`config.mk`:
```
export PLATFORM = sky130hd
export DESIGN_NAME = roman_numeral_encoder_core_flat
export DESIGN_NICKNAME = d
export VERILOG_FILES = /design/src/hdl/rne_pkg.sv /design/src/hdl/rne_if.sv /design/src/hdl/roman_numeral_encoder_core.sv /design/src/hdl/rne_sequencer.sv /design/src/flat_wrapper.sv
export SDC_FILE = /design/constraint.sdc
export NUM_CORES = 1
export LEC_CHECK = 0
export BUFFER_PORTS_ARGS = -buffer_cell sky130_fd_sc_hd__buf_2
export CORE_MARGIN = 2
export CORE_UTILIZATION = 62
export DETAILED_ROUTE_END_ITERATION = 12
export HOLD_SLACK_MARGIN = 0.02
export PLACE_DENSITY_LB_ADDON = 0.25
export SLEW_MARGIN = 20
export SYNTH_ARGS = -nofsm -noshare
export SYNTH_HDL_FRONTEND = slang
export SYNTH_SLANG_ARGS = --single-unit
```
`constraint.sdc`:
```
create_clock -name clk -period 5.08 [get_ports clk]
set_input_delay 0.762 -clock clk [delete_from_list [all_inputs] [get_ports clk]]
set_output_delay 0.762 -clock clk [all_outputs]
set_load 0.005 [all_outputs]
```
`src/hdl/rne_pkg.sv`:
```
// ----------------------------------------------------------------------------
// rne_pkg
// Shared types, constants and the microcode program of the Roman numeral
// encoder.
// ----------------------------------------------------------------------------
package rne_pkg;

  localparam int NumW  = 12;
  localparam int CodeW = 7;
  localparam int PcW   = 4;

  localparam logic [NumW-1:0]  MAX_VALUE    = 12'd3999;
  localparam logic [CodeW-1:0] NEWLINE_CODE = 7'd10;

  localparam logic [CodeW-1:0] CH_M = 7'h4D;
  localparam logic [CodeW-1:0] CH_D = 7'h44;
  localparam logic [CodeW-1:0] CH_C = 7'h43;
  localparam logic [CodeW-1:0] CH_L = 7'h4C;
  localparam logic [CodeW-1:0] CH_X = 7'h58;
  localparam logic [CodeW-1:0] CH_V = 7'h56;
  localparam logic [CodeW-1:0] CH_I = 7'h49;
  localparam logic [CodeW-1:0] CH_NONE = 7'd0;

  localparam logic [PcW-1:0] PC_FIRST = 4'd0;
  localparam logic [PcW-1:0] PC_FIN   = 4'd13;

  // one control word per program step
  typedef struct packed {
    logic [NumW-1:0]  weight;
    logic [CodeW-1:0] first;
    logic             pair;
    logic [CodeW-1:0] second;
    logic             fin;
  } ucode_t;

  // one character handed from the sequencer to the output register
  typedef struct packed {
    logic             valid;
    logic [CodeW-1:0] code;
    logic             last;
    logic             err;
  } emit_t;

  function automatic ucode_t ucode_rom(input logic [PcW-1:0] addr);
    ucode_t w;
    w = '{weight: '0, first: CH_NONE, pair: 1'b0, second: CH_NONE, fin: 1'b1};
    unique case (addr)
      4'd0:  w = '{12'd1000, CH_M, 1'b0, CH_NONE, 1'b0};
      4'd1:  w = '{12'd900,  CH_C, 1'b1, CH_M,    1'b0};
      4'd2:  w = '{12'd500,  CH_D, 1'b0, CH_NONE, 1'b0};
      4'd3:  w = '{12'd400,  CH_C, 1'b1, CH_D,    1'b0};
      4'd4:  w = '{12'd100,  CH_C, 1'b0, CH_NONE, 1'b0};
      4'd5:  w = '{12'd90,   CH_X, 1'b1, CH_C,    1'b0};
      4'd6:  w = '{12'd50,   CH_L, 1'b0, CH_NONE, 1'b0};
      4'd7:  w = '{12'd40,   CH_X, 1'b1, CH_L,    1'b0};
      4'd8:  w = '{12'd10,   CH_X, 1'b0, CH_NONE, 1'b0};
      4'd9:  w = '{12'd9,    CH_I, 1'b1, CH_X,    1'b0};
      4'd10: w = '{12'd5,    CH_V, 1'b0, CH_NONE, 1'b0};
      4'd11: w = '{12'd4,    CH_I, 1'b1, CH_V,    1'b0};
      4'd12: w = '{12'd1,    CH_I, 1'b0, CH_NONE, 1'b0};
      default: w = '{12'd0,  CH_NONE, 1'b0, CH_NONE, 1'b1};
    endcase
    return w;
  endfunction

endpackage

```
`src/hdl/rne_if.sv`:
```
// ----------------------------------------------------------------------------
// rne_if
// Handshake channels of the Roman numeral encoder: number in, characters out.
// ----------------------------------------------------------------------------
interface rne_num_if;
  logic        valid;
  logic        ready;
  logic [11:0] number_in;

  modport source (output valid, output number_in, input ready);
  modport sink   (input valid, input number_in, output ready);
endinterface

interface rne_char_if;
  logic       valid;
  logic       ready;
  logic [6:0] char_code;
  logic       last_char;
  logic       range_error;

  modport source (output valid, output char_code, output last_char, output range_error,
                  input ready);
  modport sink   (input valid, input char_code, input last_char, input range_error,
                  output ready);
endinterface

```
`src/hdl/roman_numeral_encoder_core.sv`:
```
// ----------------------------------------------------------------------------
// roman_numeral_encoder_core
// Converts one 12-bit unsigned number into its Roman numeral, one ASCII
// character per output beat, closed by a newline beat marked last.
//
//   channel    dir  payload                              role
//   number_ch  in   number_in[11:0]                      value to convert
//   char_ch    out  char_code[6:0] last_char range_error one character
//
// one program step per cycle when the output is not stalled; a step
// emits one letter or moves on, out of range values go straight to the newline
// input ready is low from accept until the newline beat is registered
// a stalled output holds the sequencer without losing a character
// rst is synchronous and clears the sequencer and the output valid
// ----------------------------------------------------------------------------
module roman_numeral_encoder_core (
  input  logic       clk,
  input  logic       rst,
  rne_num_if.sink    number_ch,
  rne_char_if.source char_ch
);
  import rne_pkg::*;

  logic  busy;
  logic  start;
  logic  advance;
  emit_t emit;
  logic  out_valid;
  logic [CodeW-1:0] out_code;
  logic  out_last;
  logic  out_err;

  assign number_ch.ready = !busy;
  assign start   = number_ch.valid && !busy;
  assign advance = !out_valid || char_ch.ready;

  rne_sequencer u_seq (
    .clk     (clk),
    .rst     (rst),
    .start   (start),
    .number  (number_ch.number_in),
    .advance (advance),
    .busy    (busy),
    .emit    (emit)
  );

  always_ff @(posedge clk) begin
    if (rst) begin
      out_valid <= 1'b0;
    end else if (emit.valid) begin
      out_valid <= 1'b1;
    end else if (char_ch.ready) begin
      out_valid <= 1'b0;
    end
    if (emit.valid) begin
      out_code <= emit.code;
      out_last <= emit.last;
      out_err  <= emit.err;
    end
  end

  assign char_ch.valid       = out_valid;
  assign char_ch.char_code   = out_code;
  assign char_ch.last_char   = out_last;
  assign char_ch.range_error = out_err;

endmodule

```
`src/hdl/rne_sequencer.sv`:
```
// ----------------------------------------------------------------------------
// rne_sequencer
// Microcoded sequencer: steps through the symbol program, compares and
// subtracts the remaining value and emits one character per emitting step.
// ----------------------------------------------------------------------------
module rne_sequencer (
  input  logic                   clk,
  input  logic                   rst,
  input  logic                   start,
  input  logic [rne_pkg::NumW-1:0] number,
  input  logic                   advance,
  output logic                   busy,
  output rne_pkg::emit_t         emit
);
  import rne_pkg::*;

  logic [PcW-1:0]  pc, pc_next;
  logic            half, half_next;
  logic            busy_next;
  logic            err, err_next;
  logic [NumW-1:0] rest, rest_next;
  ucode_t          uw;
  logic            ge;

  assign uw = ucode_rom(pc);
  assign ge = (rest >= uw.weight);

  always_comb begin
    pc_next   = pc;
    half_next = half;
    busy_next = busy;
    err_next  = err;
    rest_next = rest;
    emit      = '{valid: 1'b0, code: uw.first, last: 1'b0, err: 1'b0};
    if (start) begin
      busy_next = 1'b1;
      half_next = 1'b0;
      rest_next = number;
      err_next  = (number > MAX_VALUE);
      pc_next   = (number > MAX_VALUE) ? PC_FIN : PC_FIRST;
    end else if (busy && advance) begin
      priority if (half) begin
        emit      = '{valid: 1'b1, code: uw.second, last: 1'b0, err: 1'b0};
        half_next = 1'b0;
      end else if (uw.fin) begin
        emit      = '{valid: 1'b1, code: NEWLINE_CODE, last: 1'b1, err: err};
        busy_next = 1'b0;
      end else if (ge) begin
        emit      = '{valid: 1'b1, code: uw.first, last: 1'b0, err: 1'b0};
        rest_next = rest - uw.weight;
        half_next = uw.pair;
      end else begin
        pc_next = pc + 1'b1;
      end
    end
  end

  always_ff @(posedge clk) begin
    if (rst) begin
      busy <= 1'b0;
      half <= 1'b0;
      pc   <= PC_FIRST;
      err  <= 1'b0;
    end else begin
      busy <= busy_next;
      half <= half_next;
      pc   <= pc_next;
      err  <= err_next;
    end
    rest <= rest_next;
  end

endmodule

```
`src/flat_wrapper.sv`:
```
// flat-port wrapper written by rule: the top's interface ports become plain ports
module roman_numeral_encoder_core_flat import rne_pkg::*;
  (clk, rst, number_ch_valid, number_ch_number_in, number_ch_ready, char_ch_valid, char_ch_char_code, char_ch_last_char, char_ch_range_error, char_ch_ready);
  rne_num_if number_ch_i ();
  rne_char_if char_ch_i ();
  input  logic clk;
  input  logic rst;
  input wire logic [$bits(number_ch_i.valid)-1:0] number_ch_valid;
  input wire logic [$bits(number_ch_i.number_in)-1:0] number_ch_number_in;
  output wire logic [$bits(number_ch_i.ready)-1:0] number_ch_ready;
  output wire logic [$bits(char_ch_i.valid)-1:0] char_ch_valid;
  output wire logic [$bits(char_ch_i.char_code)-1:0] char_ch_char_code;
  output wire logic [$bits(char_ch_i.last_char)-1:0] char_ch_last_char;
  output wire logic [$bits(char_ch_i.range_error)-1:0] char_ch_range_error;
  input wire logic [$bits(char_ch_i.ready)-1:0] char_ch_ready;
  assign number_ch_i.valid = number_ch_valid;
  assign number_ch_i.number_in = number_ch_number_in;
  assign number_ch_ready = number_ch_i.ready;
  assign char_ch_valid = char_ch_i.valid;
  assign char_ch_char_code = char_ch_i.char_code;
  assign char_ch_last_char = char_ch_i.last_char;
  assign char_ch_range_error = char_ch_i.range_error;
  assign char_ch_i.ready = char_ch_ready;
  roman_numeral_encoder_core u_core (.clk(clk), .rst(rst), .number_ch(number_ch_i), .char_ch(char_ch_i));
endmodule
```
==> impl_metrics.csv, run 1 <==
group,metric,value,unit
finish,stdcell_count,338,
sta,drv_slew,0,
floorplanning,io-pin-count,27,
sta,max_freq,0.314,GHz
global_routing,grt_usage,23.9,%
global_routing,antenna_found_initial,0,
cts,clock_sinks,50,
synth,synthAdderAreaFrac,7.74,%
routing,dr_wl_met2,2300,µm
power,power_density,449,nW/µm²
routing,dr.max_layer_used,"met4",
critical_path,critical_path.max_fanout,11,
placement,dp.final_hpwl,3680,µm
synth,ys_ff_latch,50,
routing,ant_nets,0,
global_routing,grt_max_degree,23,
routing,first_iter_violations,123,
cts,clk_latency,310,ps
synth,synth_nets,295,
routing,routed_wl,4940,µm
finish,syn2layout_area_growth,8.98,%
cts,holdBufCountCts,0,
status,status,"completed",
hold_path,hp-class,"flip-flop to flip-flop",
synth,synth_xor_area_share,3.13,%
critical_path,r2r-start,"u_core.u_seq.rest[0]",
hold_path,worstHoldEndpoint,"u_core.u_seq.err",
sta,min_period_over_period,62.8,%
routing,met1_length,2290,µm
floorplanning,dieArea,4590,µm²
floorplanning,start_util,63.9,%
finish,layout.nets,318,
global_routing,grt_first_pass_wirelength,8070,µm
synth,avgSynthCellArea,9.55,µm²
sta,finalWorstSetupSlack,1890,ps
cts,numCtsBuffers,5,
routing,drt_first_pass_iters,4,
cts,cts_root_buf,"clkbuf_8",
routing,vias_per_cell,5.62,
sta,setup_viol,0,
synth,syn_area,2520,µm²
cts,cts_tree,"built",
sta,fin_crit,3190,ps
synth,synth_top_family_by_area,"compound AO/OA/AOI/OAI gates",
critical_path,rr_endpoint,"u_core.u_seq.uw[18]",
synth,synthMuxAreaShare,0.794,%
power,p_leak,1.19,nW
global_routing,gr-total-overflow,0,
cts,clk_pin_slew,100,ps
cts,clockBufferDepth,2,
critical_path,start_kind,"flip-flop",
floorplanning,die_x,67.8,µm
power,peakVddDrop,0.291,mV
sta,tightest_slew,993,ps
critical_path,end_kind,"flip-flop",
routing,wl_per_cell,14.6,µm
hold_path,hold_start,"u_core.u_seq.err",
cts,cts_resized,0,
placement,place.port_buffers,25,
critical_path,crit_arrival,3350,ps
critical_path,crit_required,5240,ps
synth,synth_compound_area_share,17.9,%
finish,antenna_cells,0,
job,drv_cap,0,
cts,cts_setup_buffers,0,
synth,synth_cell_types,56,
placement,gp_congestion,0.897,
global_routing,grt_pass1_vias,1793,
synth,seq_area_frac_synth,47.6,%
hold_path,min_path_cells,2,
sta,skew,10.9,ps
sta,maxSlewHeadroom,33.6,%
synth,syn_inst,264,
synth,synthSimpleGateAreaFrac,16.1,%
cts,h-tree-depth,2,
floorplanning,coreArea,3940,µm²
sta,hold_viol,0,
routing,route.detailed.drc,0,
placement,dp.cells,330,
sta,finalSetupTns,0,ps
critical_path,critPathKind,"flip-flop to flip-flop",
routing,route.vias.total,1899,
placement,pre_cts_ws,1900,ps
synth,yosys_warnings,0,
sta,rsz0062_at_grt,"no",
floorplanning,dieHeight,67.8,µm
routing,met3WireLength,266,µm
critical_path,r2r_setup_slack,1890,ps
finish,drive_above_1_share,15.6,%
critical_path,r2r_cells,11,
floorplanning,num_rows,23,
## cell usage in the layout (no fill, tap or decap), types with 2 or more instances in the layout
cell type	n
ha_1	14
a311oi_1	2
nor2_1	26
nor3_1	4
dfxtp_1	30
a21oi_1	22
o21ai_0	19
and3_1	3
xor2_1	3
inv_1	24
a22o_1	6
o22a_1	2
nand3_1	2
clkbuf_8	5
nand2b_1	3
nor2b_1	4
mux2i_1	2
o22ai_1	2
buf_2	25
xnor2_1	6
o211ai_1	2
and2_1	4
nand4_1	2
edfxtp_1	20
o21ai_1	2
nand2_1	23
## state kept, by name, summed over array words and instances (netlist names)
name                        flops
u_core.u_seq.uw                22
u_core.u_seq.rest              12
u_core.char_ch.char_code        6
u_core.u_seq.pc                 4
u_core.char_ch.last_char        1
u_core.char_ch.range_error      1
u_core.char_ch.valid            1
u_core.u_seq.busy               1
u_core.u_seq.err                1
u_core.u_seq.half               1
## per-stage QoR
stage | hold WS (ps) | total power (W) | cell area (µm²) | utilization [%]
finish | 457 | 0.00123 | 2750 | 69.7
detailed placement | 445 | 0.000983 | 2650 | 67.2
floorplan | 426 | 0.000896 | 2520 | -
global route | 505 | 0.00132 | 2750 | 69.7
global placement | 438 | 0.000970 | 2650 | 67.2
CTS | 458 | 0.00123 | 2750 | 69.7
## worst max-delay path by stage
stage | endpoint | slack [ps] | from | depth (start not counted)
5_1_grt | u_core.u_seq.uw[13] | 1620 | u_core.u_seq.rest[0] | 11
4_1_cts | u_core.u_seq.uw[18] | 1890 | u_core.u_seq.rest[0] | 11
6_report | u_core.u_seq.uw[18] | 1890 | u_core.u_seq.rest[0] | 11
2_1_floorplan | u_core.u_seq.rest[0] | 1980 | u_core.u_seq.rest[0] | 9
3_3_place_gp | u_core.u_seq.uw[19] | 1940 | number_ch_valid | 8
3_5_place_dp | u_core.u_seq.uw[17] | 1900 | number_ch_valid | 8
## per-layer routing
metal  track usage (%)  vias to the layer above
li1                  -                      972
met1              31.2                      858
met2              39.6                       61
met3              5.33                        8
met4              7.00                        0
met5                 0                        -
## cell type report
| class | instances | area, µm² |
|---|---|---|
| timing repair buffer | 26 | 133 |
| multi-input combinational | 178 | 1150 |
| inverter | 26 | 100 |
| tap | 50 | 62.6 |
| clock inverter | 3 | 28.8 |
| clock buffer | 5 | 68.8 |
| sequential | 50 | 1200 |
| fill | 315 | 1190 |
## cell usage after synthesis (all sizes together)
cell type / n / area, µm²
dfxtp: 30 / 601
inv: 26 / 100
nor2: 26 / 97.6
a21oi: 23 / 119
nand2: 23 / 86.3
o21ai: 21 / 105
edfxtp: 20 / 601
ha: 14 / 175
buf: 8 / 58.8
a22o: 6 / 52.6
nor3: 6 / 46.3
xnor2: 6 / 52.6
and2: 4 / 25.0
and3: 4 / 30.0
nor2b: 4 / 25.0
a311oi: 3 / 32.5
nand2b: 3 / 18.8
o22ai: 3 / 25.0
xor2: 3 / 26.3
a311o: 2 / 21.3
clkbuf: 2 / 7.51
mux2i: 2 / 20.0
nand3: 2 / 10.0
nand4: 2 / 12.5
o211ai: 2 / 15.0
o22a: 2 / 17.5
or3: 2 / 17.5
a211oi: 1 / 7.51
a21o: 1 / 7.51
a22oi: 1 / 7.51
a31oi: 1 / 6.26
a41o: 1 / 10.0
and4: 1 / 8.76
conb: 1 / 3.75
fa: 1 / 20.0
nor3b: 1 / 7.51
nor4: 1 / 6.26
o21bai: 1 / 7.51
o221ai: 1 / 8.76
o31ai: 1 / 7.51
or2: 1 / 6.26
or4: 1 / 7.51
## critical path, cell delays in order (launching register included)
cell and delay (ps):
edfxtp_1 340, inv_1 40, ha_1 220, fa_1 410
nand2b_1 170, a21oi_1 270, o22ai_2 180, and2_1 260
a311o_1 510, ha_1 410, a21oi_2 150, o22ai_1 90
## report_power, final
| part | leakage (nW) | switching (W) | internal (W) |
|---|---|---|---|
| Sequential | 0.435 | 0.0000289 | 0.000509 |
| Combinational | 0.705 | 0.000262 | 0.000187 |
| Clock | 0.0506 | 0.000144 | 0.000103 |
| Total | 1.19 | 0.000435 | 0.000800 |
## logic make-up (layout without fill, tap and decap cells)
family | after synthesis | count (layout)
other | 1 | 1
AND/OR/NAND/NOR | 81 | 81
AO/OA/AOI/OAI | 70 | 70
multiplexers | 2 | 2
flip-flops | 50 | 50
buffers and inverters | 36 | 60
XOR/XNOR | 9 | 9
adder cells (fa/ha/maj) | 15 | 15
(Power assumes the default switching activity.)
==> run 2, diff against run 1 <==
Settings changed: CORE_UTILIZATION 62 to 52.
Clock period 5.08 ns to 2.7 ns, I/O delays scaled along.
==> impl_metrics.csv, run 2 (synthesis gave the netlist of run 1 again) <==
group,metric,value,unit
global_routing,grt_pass1_vias,1941,
cts,h-tree-depth,2,
routing,first_iter_violations,117,
sta,hold_viol,0,
routing,vias_per_cell,5.50,
routing,wl_per_cell,15.0,µm
sta,whs,325,ps
floorplanning,io-pin-count,27,
status,violations,"negative setup slack",
critical_path,critPathKind,"flip-flop to flip-flop",
sta,fin_crit,2770,ps
finish,layout_commonest_cell,"buf_4",
cts,clk_latency,310,ps
finish,stdcell_count,374,
global_routing,antenna_found_initial,0,
floorplanning,start_util,53.7,%
finish,layout.nets,350,
critical_path,start_kind,"flip-flop",
finish,syn2layout_area_growth,23.2,%
sta,skew,15.0,ps
floorplanning,coreArea,4690,µm²
finish,drive_above_1_share,29.4,%
placement,place.port_buffers,25,
global_routing,grt_first_pass_wirelength,9120,µm
global_routing,grt_max_degree,22,
sta,max_freq,0.362,GHz
placement,dp.final_hpwl,4060,µm
placement,gp_congestion,0.869,
critical_path,critical_path.max_fanout,5,
power,peakVddDrop,0.428,mV
floorplanning,dieHeight,73.6,µm
placement,pre_cts_ws,-138,ps
hold_path,hp-class,"input port to flip-flop",
routing,drt_first_pass_iters,4,
sta,setup_viol,3,
job,drv_cap,0,
sta,rsz0062_at_grt,"yes",
sta,tightest_slew,498,ps
finish,num-fill-cells,379,
power,power_density,824,nW/µm²
cts,cts_tree,"built",
finish,antenna_cells,0,
cts,clock_sinks,50,
sta,finalWorstSetupSlack,-65.7,ps
finish,layout_common_cells,"33 x buf_4, 30 x dfxtp_1, 26 x nor2_1",
finish,largest_reg_flops,22,
critical_path,end_kind,"flip-flop",
routing,ant_nets,0,
cts,clk_pin_slew,100,ps
cts,numCtsBuffers,5,
critical_path,crit_required,2900,ps
status,status,"finished with violations",
sta,min_period_over_period,102,%
global_routing,grt_usage,22.3,%
floorplanning,dieArea,5420,µm²
routing,routed_wl,5630,µm
sta,finalSetupTns,-121,ps
floorplanning,num_rows,25,
cts,cts_root_buf,"clkbuf_8",
power,p_leak,1.35,nW
routing,route.vias.total,2058,
critical_path,crit_arrival,2960,ps
cts,clockBufferDepth,2,
routing,route.detailed.drc,0,
sta,maxSlewHeadroom,66.5,%
floorplanning,die_x,73.6,µm
cts,holdBufCountCts,0,
sta,drv_slew,0,
global_routing,gr-total-overflow,0,
placement,dp.cells,360,
finish,utilization,66.2,%
-- run 2: layout make-up --
type,count,area (µm²),area share [%]
Tap cell,54,67.6,2.17
Sequential cell,50,1200,38.7
Inverter,26,100,3.22
Multi-Input combinational cell,178,1270,40.8
Timing Repair Buffer,58,373,12.0
Clock inverter,3,28.8,0.926
Clock buffer,5,68.8,2.22
-- run 2: through the flow --
| stage | total power [W] | area (µm²) |
|---|---|---|
| 2_1_floorplan | 0.00170 | 2540 |
| 3_3_place_gp | 0.00198 | 2870 |
| 3_5_place_dp | 0.00200 | 2870 |
| 4_1_cts | 0.00250 | 3010 |
| 5_1_grt | 0.00274 | 3110 |
| 6_report | 0.00256 | 3110 |
-- run 2: layer usage --
metal	routed length, µm	GRT usage, %	up-vias	share of wire, %
met5	0	0	-	0
met4	53	4.85	0	0.94
met3	249	4.94	6	4.4
met2	2630	35.5	54	47
met1	2690	31.1	958	48
li1	-	-	1040	-
-- run 2: worst max-delay path, stage by stage (launching register included) --
cell and delay, ps:
edfxtp_1 400, ha_2 190, or3_4 380, a41o_1 250, o22ai_4 200, nand3_2 120, mux2i_2 190, or3_4 420
ha_4 280, a21oi_4 160, nor2_1 80
-- run 2: timing repair --
action	4_1_cts	5_1_grt
pin swaps	4	14
endpoints found under the setup margin	13	19
gates resized for setup	7	17
hold endpoints to repair	0	0
cloned	0	0
buffers inserted	1	5
-- run 2: final timing paths --
check                                           end            startpoint  depth (start not counted)  slack, ps
worst max-delay path            u_core.u_seq.uw[16]  u_core.u_seq.rest[9]                         10        -70
worst max register to register  u_core.u_seq.uw[16]  u_core.u_seq.rest[9]                         10        -70
worst min-delay path               u_core.u_seq.err                   rst                          2        320
worst min register to register     u_core.u_seq.err      u_core.u_seq.err                          2        460
-- run 2: where the power goes --
group	total, W	internal (W)	leakage, nW	switching (W)
clock network	0.000459	0.000192	0.0502	0.000267
logic	0.00109	0.000523	0.863	0.000566
registers	0.00101	0.000957	0.435	0.0000553
